--- config.mk ---
export PLATFORM = sky130hd
export DESIGN_NAME = pulse_width_nibble_deframer
export DESIGN_NICKNAME = d
export VERILOG_FILES = /design/src/hw/rtl/pwnd_pkg.sv /design/src/hw/rtl/pulse_width_nibble_deframer.sv /design/src/hw/rtl/pwnd_quant.sv
export SDC_FILE = /design/constraint.sdc
export NUM_CORES = 1
export LEC_CHECK = 0
export BUFFER_PORTS_ARGS = -buffer_cell sky130_fd_sc_hd__buf_4
export CAP_MARGIN = 10
export CORE_UTILIZATION = 40
export DETAILED_ROUTE_END_ITERATION = 10
export RECOVER_POWER = 50
export SETUP_SLACK_MARGIN = 0.2
export SKIP_LAST_GASP = 1
export SYNTH_ARGS = -nofsm -noshare
export SYNTH_HDL_FRONTEND = slang
export SYNTH_SLANG_ARGS = --single-unit
--- constraint.sdc ---
create_clock -name clock -period 13.6 [get_ports clock]
set_input_delay 1.36 -clock clock [delete_from_list [all_inputs] [get_ports clock]]
set_output_delay 1.36 -clock clock [all_outputs]
set_load 0.02 [all_outputs]
--- src/hw/rtl/pwnd_pkg.sv ---
// Shared types, constants and lookup functions for the pulse width nibble deframer.
package pwnd_pkg;

   localparam int PULSE_W = 12;
   localparam int OFFSET_W = 7;
   localparam int POS_W = 5;
   localparam int LEN_W = 3;
   localparam int NIB_W = 4;
   localparam int SYM_W = 5;
   localparam int BYTE_W = 8;

   localparam int MAX_DATA_BYTES_DEF = 5;

   localparam logic [POS_W-1:0] POS_IDLE = 5'd31;
   localparam logic [POS_W-1:0] POS_START = 5'd0;
   localparam logic [POS_W-1:0] POS_FIRST = 5'd1;
   localparam logic [POS_W-1:0] POS_LIMIT = 5'd16;

   localparam logic [PULSE_W-1:0] SYNC_LOW = 12'd750;
   localparam logic [PULSE_W-1:0] SYNC_HIGH = 12'd850;
   localparam logic [PULSE_W-1:0] SYNC_CENTER = 12'd800;
   localparam logic [PULSE_W-1:0] ZERO_WIDTH = 12'd1000;

   // Quantizer scale: (d * 31 + 500) / 1000, division done by reciprocal.
   localparam int SCALE_ROUND = 500;
   localparam int RECIP_SHIFT = 27;
   localparam logic [17:0] RECIP_1000 = 18'd134218;

   typedef struct packed {
      logic              is_sync;
      logic              clk;
      logic [NIB_W-1:0]  nib;
   } symbol_type;

   function automatic logic [LEN_W-1:0] length_by_id(input logic [NIB_W-1:0] id);
      logic [LEN_W-1:0] len;
      unique case (id)
         4'h0: len = 3'd1;
         4'h1: len = 3'd2;
         4'h2: len = 3'd4;
         4'h3: len = 3'd4;
         4'hF: len = 3'd5;
         default: len = 3'd0;
      endcase
      return len;
   endfunction

   // CRC-4, polynomial x^4 + x + 1, one nibble per step.
   function automatic logic [NIB_W-1:0] crc4_next(input logic [NIB_W-1:0] crc,
                                                   input logic [NIB_W-1:0] nib);
      logic [NIB_W-1:0] res;
      unique case (crc ^ nib)
         4'h0: res = 4'h0;
         4'h1: res = 4'h3;
         4'h2: res = 4'h6;
         4'h3: res = 4'h5;
         4'h4: res = 4'hC;
         4'h5: res = 4'hF;
         4'h6: res = 4'hA;
         4'h7: res = 4'h9;
         4'h8: res = 4'hB;
         4'h9: res = 4'h8;
         4'hA: res = 4'hD;
         4'hB: res = 4'hE;
         4'hC: res = 4'h7;
         4'hD: res = 4'h4;
         4'hE: res = 4'h1;
         default: res = 4'h2;
      endcase
      return res;
   endfunction

endpackage

--- src/hw/rtl/pulse_width_nibble_deframer.sv ---
// Top level of the pulse width nibble deframer.
// An accepted word waits in the input register; its result is registered into the
// result register when the result side is free. Throughput: one pulse word per cycle
// while the result side does not stall, set by the single registered decode stage.
// Reset (synchronous, active high) empties both stages, sets the frame position to
// idle and clears the offset, CRC, clock bit, id, length and stored payload bytes.
module pulse_width_nibble_deframer #(
   parameter int MAX_DATA_BYTES = pwnd_pkg::MAX_DATA_BYTES_DEF
) (
   input  logic                         clock,
   input  logic                         reset,
   input  logic                         req_valid,
   output logic                         req_ready,
   input  logic [pwnd_pkg::PULSE_W-1:0] req_pulse_width,
   output logic                         rsp_valid,
   input  logic                         rsp_ready,
   output logic                         rsp_frame_valid,
   output logic                         rsp_link_seen,
   output logic [pwnd_pkg::NIB_W-1:0]   rsp_frame_id,
   output logic [pwnd_pkg::LEN_W-1:0]   rsp_data_length,
   output logic [pwnd_pkg::BYTE_W-1:0]  rsp_byte_zero,
   output logic [pwnd_pkg::BYTE_W-1:0]  rsp_byte_one,
   output logic [pwnd_pkg::BYTE_W-1:0]  rsp_byte_two,
   output logic [pwnd_pkg::BYTE_W-1:0]  rsp_byte_three,
   output logic [pwnd_pkg::BYTE_W-1:0]  rsp_byte_four
);
   import pwnd_pkg::*;

   localparam int IDX_W = $clog2(MAX_DATA_BYTES);
   localparam int OUT_BYTES = 5;

   // Input register stage.
   logic               in_valid_ff, in_valid_in;
   logic [PULSE_W-1:0] in_width_ff;

   // Frame state.
   logic [POS_W-1:0]           pos_ff, pos_in;
   logic                       prev_clk_ff, prev_clk_in;
   logic signed [OFFSET_W-1:0] offset_ff, offset_in;
   logic [LEN_W-1:0]           exp_len_ff, exp_len_in;
   logic [NIB_W-1:0]           crc_ff, crc_in;
   logic [BYTE_W-1:0]          pending_ff, pending_in;
   logic [NIB_W-1:0]           id_ff, id_in;
   logic [BYTE_W-1:0]          store_ff [MAX_DATA_BYTES];

   // Result register stage.
   logic                  out_valid_ff, out_valid_in;
   logic                  out_frame_ff, out_frame_in;
   logic                  out_link_ff, out_link_in;
   logic [NIB_W-1:0]      out_id_ff, out_id_in;
   logic [LEN_W-1:0]      out_len_ff, out_len_in;
   logic [BYTE_W-1:0]     out_bytes_ff [OUT_BYTES];
   logic [BYTE_W-1:0]     out_bytes_in [OUT_BYTES];

   logic              advance;
   logic              fire;
   symbol_type        symbol;
   logic [PULSE_W-1:0] sync_offset_full;
   logic [NIB_W-1:0]  crc_fed;
   logic [POS_W-1:0]  pos_minus;
   logic [POS_W-1:0]  pos_plus;
   logic              store_we;
   logic [IDX_W-1:0]  store_idx;
   logic [BYTE_W-1:0] store_data;

   // The decode stage moves forward whenever the result register is empty or being
   // taken, so a waiting result never blocks a new word by more than that one slot.
   assign advance = !out_valid_ff || rsp_ready;
   assign fire = in_valid_ff && advance;
   assign req_ready = !in_valid_ff || advance;
   assign in_valid_in = (req_valid && req_ready) || (in_valid_ff && !advance);

   pwnd_quant u_quant (
      .width  (in_width_ff),
      .offset (offset_ff),
      .symbol (symbol)
   );

   assign sync_offset_full = in_width_ff - SYNC_CENTER;
   assign crc_fed = crc4_next(crc_ff, symbol.nib);
   assign pos_minus = pos_ff - POS_FIRST;
   assign pos_plus = pos_ff + POS_FIRST;
   assign store_idx = pos_minus[IDX_W-1:0];

   // Frame sequencer. A sync pulse opens a frame; the first clock-0 symbol is the id;
   // later symbols count only when their clock bit toggles. A clock-1 symbol is either
   // a high nibble or, once all bytes are in, the CRC check nibble.
   always_comb begin
      pos_in = pos_ff;
      prev_clk_in = prev_clk_ff;
      offset_in = offset_ff;
      exp_len_in = exp_len_ff;
      crc_in = crc_ff;
      pending_in = pending_ff;
      id_in = id_ff;
      store_we = 1'b0;
      store_data = pending_ff | {4'h0, symbol.nib};
      out_frame_in = 1'b0;
      out_link_in = 1'b0;
      out_id_in = '0;
      out_len_in = '0;
      for (int k = 0; k < OUT_BYTES; k++) begin
         out_bytes_in[k] = '0;
      end

      if (symbol.is_sync) begin
         prev_clk_in = 1'b0;
         pos_in = POS_START;
         offset_in = sync_offset_full[OFFSET_W-1:0];
         crc_in = '0;
      end else if (pos_ff == POS_START && !symbol.clk) begin
         id_in = symbol.nib;
         exp_len_in = length_by_id(symbol.nib);
         crc_in = crc_fed;
         prev_clk_in = 1'b0;
         pos_in = POS_FIRST;
      end else if (symbol.clk != prev_clk_ff && pos_ff != POS_IDLE && pos_ff != POS_START) begin
         out_link_in = 1'b1;
         crc_in = crc_fed;
         prev_clk_in = symbol.clk;
         if (symbol.clk) begin
            if (pos_ff > POS_W'(exp_len_ff)) begin
               // Check nibble: emit the frame on a match, drop it otherwise.
               if (crc_ff == symbol.nib) begin
                  out_frame_in = 1'b1;
                  out_id_in = id_ff;
                  out_len_in = exp_len_ff;
                  for (int k = 0; k < OUT_BYTES; k++) begin
                     if (LEN_W'(k) < exp_len_ff) begin
                        out_bytes_in[k] = store_ff[k];
                     end
                  end
               end
               pos_in = POS_IDLE;
            end else begin
               pending_in = {symbol.nib, 4'h0};
            end
         end else begin
            pending_in = store_data;
            store_we = (pos_minus < POS_W'(MAX_DATA_BYTES));
            pos_in = (pos_plus >= POS_LIMIT) ? POS_IDLE : pos_plus;
         end
      end
   end

   assign out_valid_in = fire || (out_valid_ff && !rsp_ready);

   always_ff @(posedge clock) begin
      if (reset) begin
         in_valid_ff <= 1'b0;
         out_valid_ff <= 1'b0;
         pos_ff <= POS_IDLE;
         prev_clk_ff <= 1'b0;
         offset_ff <= '0;
         exp_len_ff <= '0;
         crc_ff <= '0;
         pending_ff <= '0;
         id_ff <= '0;
         for (int k = 0; k < MAX_DATA_BYTES; k++) begin
            store_ff[k] <= '0;
         end
      end else begin
         in_valid_ff <= in_valid_in;
         out_valid_ff <= out_valid_in;
         if (fire) begin
            pos_ff <= pos_in;
            prev_clk_ff <= prev_clk_in;
            offset_ff <= offset_in;
            exp_len_ff <= exp_len_in;
            crc_ff <= crc_in;
            pending_ff <= pending_in;
            id_ff <= id_in;
            if (store_we) begin
               store_ff[store_idx] <= store_data;
            end
         end
      end
   end

   // Payload registers: the input word and the result fields need no reset.
   always_ff @(posedge clock) begin
      if (req_valid && req_ready) begin
         in_width_ff <= req_pulse_width;
      end
      if (fire) begin
         out_frame_ff <= out_frame_in;
         out_link_ff <= out_link_in;
         out_id_ff <= out_id_in;
         out_len_ff <= out_len_in;
         for (int k = 0; k < OUT_BYTES; k++) begin
            out_bytes_ff[k] <= out_bytes_in[k];
         end
      end
   end

   assign rsp_valid = out_valid_ff;
   assign rsp_frame_valid = out_frame_ff;
   assign rsp_link_seen = out_link_ff;
   assign rsp_frame_id = out_id_ff;
   assign rsp_data_length = out_len_ff;
   assign rsp_byte_zero = out_bytes_ff[0];
   assign rsp_byte_one = out_bytes_ff[1];
   assign rsp_byte_two = out_bytes_ff[2];
   assign rsp_byte_three = out_bytes_ff[3];
   assign rsp_byte_four = out_bytes_ff[4];

`ifndef SYNTHESIS
   // A completed frame always comes from a toggling data symbol.
   a_frame_has_link: assert property (@(posedge clock) disable iff (reset)
      rsp_valid && rsp_frame_valid |-> rsp_link_seen)
      else $error("frame reported without link activity");

   // Without a completed frame the id and length fields are zero.
   a_empty_fields: assert property (@(posedge clock) disable iff (reset)
      rsp_valid && !rsp_frame_valid |-> rsp_frame_id == '0 && rsp_data_length == '0)
      else $error("id or length set on a result without a frame");

   // The last byte field is zero when the frame is shorter than five bytes.
   a_short_frame: assert property (@(posedge clock) disable iff (reset)
      rsp_valid && rsp_data_length < 3'd5 |-> rsp_byte_four == '0)
      else $error("byte past the frame length is not zero");

   // The frame position never passes the byte limit without returning to idle.
   a_pos_range: assert property (@(posedge clock) disable iff (reset)
      pos_ff <= POS_LIMIT || pos_ff == POS_IDLE)
      else $error("frame position out of range");

   // A decoded word never overwrites a result that has not been taken.
   a_no_overwrite: assert property (@(posedge clock) disable iff (reset)
      out_valid_ff && !rsp_ready |=> out_valid_ff && $stable(out_frame_ff))
      else $error("result register changed while stalled");
`endif

endmodule

--- src/hw/rtl/pwnd_quant.sv ---
// Pulse width quantizer: sync detection and Gray-coded symbol extraction.
module pwnd_quant (
   input  logic [pwnd_pkg::PULSE_W-1:0]         width,
   input  logic signed [pwnd_pkg::OFFSET_W-1:0] offset,
   output pwnd_pkg::symbol_type                 symbol
);
   import pwnd_pkg::*;

   logic signed [13:0] diff;
   logic signed [18:0] diff_ext;
   logic signed [18:0] scaled;
   logic               negative;
   logic [18:0]        magnitude_full;
   logic [16:0]        magnitude;
   logic [34:0]        product;
   logic [SYM_W-1:0]   quot_low;
   logic [SYM_W-1:0]   sym;

   // Width minus the nominal zero point and the calibration offset.
   assign diff = $signed({2'b00, width}) - $signed({2'b00, ZERO_WIDTH})
                 - 14'(offset);
   assign diff_ext = 19'(diff);
   assign scaled = (diff_ext <<< 5) - diff_ext + 19'sd500;

   // Divide by 1000 toward zero: work on the magnitude, restore the sign after.
   assign negative = scaled[18];
   assign magnitude_full = negative ? 19'(-scaled) : 19'(scaled);
   assign magnitude = magnitude_full[16:0];
   assign product = 35'(magnitude) * 35'(RECIP_1000);
   assign quot_low = product[RECIP_SHIFT +: SYM_W];
   assign sym = negative ? SYM_W'(5'd0 - quot_low) : quot_low;

   assign symbol.is_sync = (width > SYNC_LOW) && (width < SYNC_HIGH);
   assign symbol.clk = sym[SYM_W-1];
   assign symbol.nib = sym[NIB_W-1:0] ^ sym[SYM_W-1:1];

endmodule
## After elaboration in Yosys (flattened, before gate mapping)

Memories as Yosys holds them, arrays and structs flattened.
Index checks and enable logic that the tools add are counted.

| word-level totals | value |
|---|---|
| bits in read-only memories | 64 |
| register bits after elaboration | 55 |
| memories kept | 3 |
| output and inout bits | 51 |
| RAM bits | 80 |
| logic and storage cells | 131 |

| operators by class | value |
|---|---|
| multiplexer cells | 45 |
| reduce and logical (&&, ||, !) cells | 31 |
| add/sub/neg operators | 9 |
| bitwise logic cells | 9 |
| $lt $le $gt $ge | 10 |
| eq/ne operators | 9 |
| multiply operators | 1 |

Memories:

| memory | words | width | read ports | clocked after Yosys merged registers in | wr ports | line | text |
|---|---|---|---|---|---|---|---|
| (no name shown) | 16 | 4 | 1 | 0 | 0 | pwnd_pkg.sv:52 | `unique case (crc ^ nib)` |
| out_bytes_ff | 5 | 8 | 5 | 0 | 5 | pulse_width_nibble_deframer.sv:52 | `logic [BYTE_W-1:0] out_bytes_ff [OUT_BYTES];` |
| store_ff | 5 | 8 | 5 | 0 | 5 | pulse_width_nibble_deframer.sv:44 | `logic [BYTE_W-1:0] store_ff [MAX_DATA_BYTES];` |

Operators by type and width:

| cell | number |
|---|---|
| $mux 40 | 6 |
| $mux 8 | 8 |
| $mux 5 | 7 |
| $mul 17x17->31 const B | 1 |
| $add 19x10->19 const B | 1 |
| $sub 19x14->19 | 1 |
| $mux 1 | 18 |
| $mux 17 | 1 |
| $neg 17->17 | 1 |
| $sub 13x7->14 | 1 |
| $sub 12x10->13 const B | 1 |
| $gt 12x10->1 const B | 1 |
| $lt 12x10->1 const B | 1 |
| $mux 4 | 3 |
| $pmux 3 s4 | 1 |
| $eq 4x2->1 const B | 2 |
| $logic_and 1x1->1 | 8 |
| $or 8x4->8 | 1 |
| $reduce_or 8->1 | 1 |
| $xor 4x4->4 | 2 |
| $sub 7x6->7 const B | 1 |
| $lt 1x3->1 const A | 2 |
| $lt 2x3->1 const A | 2 |
| $not 1->1 | 6 |
| 27 further kinds | 37 |

## Longest topological paths before layout

| depth | value |
|---|---|
| depth after elaboration | 21 |
| depth in mapped cells | 62 |
| gate-level depth less buffers | 57 |

## By module

Synthesis repeated with hierarchy kept, for this count alone.

| second synthesis, totals | value |
|---|---|
| cell total of the unflattened synthesis | 1,148 |
| area, all modules | 11,322.1 sq um |

By module, submodules not included:

| module | area each (sq um) | times used | cells each | seq. area each (sq um) |
|---|---|---|---|---|
| pwnd_quant | 5,809.3 | 1 | 713 | 0.0 |
| pulse_width_nibble_deframer | 5,512.8 | 1 | 435 | 3,713.6 |

## Worst setup path after synthesis

No wires, ideal clock.

| path | value |
|---|---|
| path kind | register to register |
| start point | register in_width_ff[1] |
| end point | memory out_bytes_ff[1][2], in the netlist out_bytes_ff[0][10], data pin |
| arrival | 12,143 ps |
| period minus slack after synthesis | 12,275 ps |
| required time | 13,468 ps |
| stages on the path, launching flop included | 57 |
| path slack | 1,325 ps |
| cells stage by stage | edfxtp_1 -> ha_1 -> nor2b_1 -> o21ai_0 -> a21oi_1 -> o21ai_0 -> a21boi_0 -> o21ai_0 -> a21boi_0 -> o21ai_0 -> nand2b_1 -> a21o_1 -> a21o_1 -> a31oi_1 -> inv_1 -> ha_1 -> ha_1 -> nand2_1 -> [... 21 more ...] -> o41a_1 -> buf_4 -> a21oi_1 -> xnor2_1 -> inv_1 -> ha_1 -> inv_1 -> o41ai_4 -> xor2_2 -> buf_6 -> inv_2 -> ha_1 -> xor2_1 -> ha_1 -> and4_1 -> buf_2 -> a21boi_1 -> and2_1 |

RTL lines:

| element | line | text |
|---|---|---|
| start, declared | pulse_width_nibble_deframer.sv:34 | `logic [PULSE_W-1:0] in_width_ff;` |
| start signal, assigned | pulse_width_nibble_deframer.sv:183 | `in_width_ff <= req_pulse_width;` |
| end, declared | pulse_width_nibble_deframer.sv:52 |  |

==> flow_metrics.py <==
metrics = {
    "setup_path": {
        "start_kind": "flop",
        "path_max_fanout": 16,
        "critPathTopFamily": "adder cells",
        "arrival_ps": 12850,
        "endpoint_kind": "flop",
        "crit_required_ps": 13770,
        "cpPeakStageDelay_ps": 560,
        "path_buf_inv": 11,
        "crit_type": "reg2reg",
        "slowest_stage": "a311oi_1",
    },
    "routing": {
        "dr.pass1.iters": 5,
        "avgRoutedWirePerCell_um": 15.0,
        "drc_errors": 0,
        "vias_per_cell": 5.03,
        "wl_um": 24600,
        "drt_iter0_drc": 452,
        "num_vias": 8232,
        "ant_nets": 0,
    },
    "synthesis": {
        "yosys-top-cells-area": "edfxtp_1 26%, ha_1 20%, fa_1 7.5%",
        "yosysTopAreaCell": "edfxtp_1",
        "syn_inst": 1156,
        "syn_avg_cell_area_um2": 9.94,
        "yosysWarnings": 0,
        "synth_nets": 1403,
        "postSynth.asyncResetShare_pct": 0,
        "seq_area_frac_synth_pct": 32.3,
        "ys_ff_latch": 135,
        "syn_area_um2": 11500,
        "synthFlopType": "edfxtp_1",
        "synth_cell_types": 81,
        "synth-edff-count": 101,
        "yosysTopAreaCellShare_pct": 26.4,
    },
    "finish": {
        "n_fill_cell": 2623,
        "regArea_um2": 3710,
        "multiInputGateArea_um2": 7060,
        "synthToLayoutAreaGrowth_pct": 12.8,
        "antenna_cells": 0,
        "nets": 1491,
        "drive_above_1_share_pct": 8.83,
    },
    "clock_tree": {
        "ctsRootBufferMaster": "clkbuf_16",
        "clock_latency_ps": 420,
        "cts_made_buffers": 17,
        "cts_max_level": 4,
        "clk_pin_slew_ps": 60,
        "cts.sinks": 135,
        "ctsLongestPathBuffers": 2,
        "cts_tree": "yes",
    },
    "timing": {
        "fin_ws_ps": 928,
        "hold_violations": 0,
        "fin_worst_skew_ps": 11.0,
        "worst_pin_slew_ps": 2660,
        "max_slew_margin_pct": -77.6,
        "tns_ps": 0,
        "clock.fmax_mhz": 78.9,
        "report.final.slew_viol_count": 52,
        "rsz0062_at_grt": "false",
        "setup_viol": 0,
        "post-route-period-util_pct": 93.2,
        "period_needed_ps": 12670,
    },
    "global_routing": {
        "grt_overflow_total": 0,
        "grt_usage_pct": 17.1,
        "grt_max_degree": 52,
        "antenna_found_initial": 0,
        "grt_pass1_vias": 7905,
        "grt_pass1_wl_um": 39200,
    },
    "placed_design": {
        "gp_congestion": 0.836,
        "place_hpwl_um": 19700,
        "io_buffers": 66,
        "pre_cts_ws_ps": 366,
    },
    "floorplanning": {
        "fp.dieH_um": 171,
        "rows": 61,
        "start_util_pct": 41.0,
        "die_area_um2": 29400,
        "core_area_um2": 28000,
        "num_io_pins": 67,
        "die_w_um": 171,
    },
    "hold_path": {
        "hp-class": "reg2reg",
    },
    "run_status": {
        "status": "complete, but fails checks",
        "failed_checks": "max-capacitance violations, max-slew violations",
    },
    "run": {
        "cap_viol_max_count": 1,
    },
}
[placed cells by master, fill, tap and decap left out, types with 6 or more instances in the layout]
cell | Yosys | final
a21o_1 | 20 | 20
nand4_1 | 5 | 6
and2_1 | 55 | 53
clkbuf_1 | 13 | 53
fa_1 | 43 | 43
and3_1 | 23 | 23
a211oi_1 | 10 | 9
nor3_1 | 18 | 19
xor2_1 | 27 | 26
clkbuf_16 | 0 | 17
nand2_1 | 51 | 51
edfxtp_1 | 101 | 101
buf_4 | 3 | 27
nor2_1 | 104 | 103
mux2i_1 | 12 | 12
ha_1 | 188 | 188
a31oi_1 | 10 | 9
nand2b_1 | 10 | 10
nor2b_1 | 7 | 7
xnor2_1 | 44 | 42
a21oi_1 | 41 | 40
o21ai_0 | 39 | 36
inv_1 | 161 | 159
dfxtp_1 | 34 | 34
a22o_1 | 6 | 6
clkbuf_4 | 0 | 13
nand3_1 | 18 | 18
[per-layer routing]
layer	GRT usage, %	share of wire, %	vias up	routed length, um
met5	0	0	-	0
met4	4.93	1.6	0	386
met3	2.88	3.2	29	789
met2	28.7	47	148	11600
met1	22.6	48	3846	11800
li1	-	-	4209	-
[flip-flops by register name, summed over array words and instances (netlist names)]
name             flops
rsp_frame_valid      1
out_bytes_ff        40
rsp_data_length      3
pos_ff               5
store_ff            40
exp_len_ff           3
prev_clk_ff          1
in_width_ff         12
rsp_frame_id         4
offset_ff            7
rsp_link_seen        1
in_valid_ff          1
rsp_valid            1
pending_ff           8
crc_ff               4
id_ff                4
[area by class of cell]
cell class,instances,area share [%]
clock buffers,17,3.28
clock inverters,15,1.26
inverters,164,4.75
multi-input cells,833,54.5
flip-flops and latches,135,28.7
well taps,378,3.65
repair buffers,93,3.85
[final timing paths]
kind             startpoint             endpoint  cells after the start  slack (ps)
min           pending_ff[3]        pending_ff[3]                      2         460
max          in_width_ff[1]  out_bytes_ff[0][36]                     51         930
min reg2reg   pending_ff[3]        pending_ff[3]                      2         460
max reg2reg  in_width_ff[1]  out_bytes_ff[0][36]                     51         930
[synth_stat cells (12+ instances only)]
| library cell | n |
|---|---|
| a21o_1 | 20 |
| and2_1 | 55 |
| a21oi_1 | 41 |
| nand2_1 | 51 |
| nor3_1 | 18 |
| clkbuf_1 | 13 |
| nor2_1 | 104 |
| mux2i_1 | 12 |
| ha_1 | 188 |
| xor2_1 | 27 |
| dfxtp_1 | 34 |
| xnor2_1 | 44 |
| fa_1 | 43 |
| and3_1 | 23 |
| o21ai_0 | 39 |
| inv_1 | 161 |
| edfxtp_1 | 101 |
| nand3_1 | 18 |
[logic make-up (layout without fill, tap and decap cells)]
family | Yosys count | after routing | synth area share, %
adder cells (fa/ha/maj) | 231 | 231 | 28.0
AND/OR/NAND/NOR | 327 | 327 | 14.8
flip-flops | 135 | 135 | 32.3
AO/OA/AOI/OAI | 188 | 188 | 11.4
multiplexers | 14 | 14 | 1.27
XOR/XNOR | 73 | 73 | 5.75
buffers and inverters | 188 | 289 | 6.47
[worst reg2reg max path: cells and delay by family (launching register included)]
kind,cells,cell delay [ps]
AO/OA/AOI/OAI,14,3470
XOR/XNOR,5,1210
adder cells (fa/ha/maj),12,4640
buffers and inverters,11,1300
flip-flops,1,460
AND/OR/NAND/NOR,9,1360
[metrics by stage]
step	util, %	std cells	hold WS (ps)	instance area, um^2
2_1_floorplan	-	1156	426	11500
3_3_place_gp	44.5	1596	437	12500
3_5_place_dp	44.5	1596	450	12500
4_1_cts	46.6	1628	466	13100
5_1_grt	46.2	1635	485	13000
6_report	46.2	1635	461	13000
[repair_timing]
action	in CTS	in global routing
hold buffers	0	0
gates resized for setup	0	14
buffers inserted	0	7
setup endpoints to repair	0	105
Power is not shown: default switching activity piles up to over one toggle a cycle in this logic, so the estimate is an artifact.
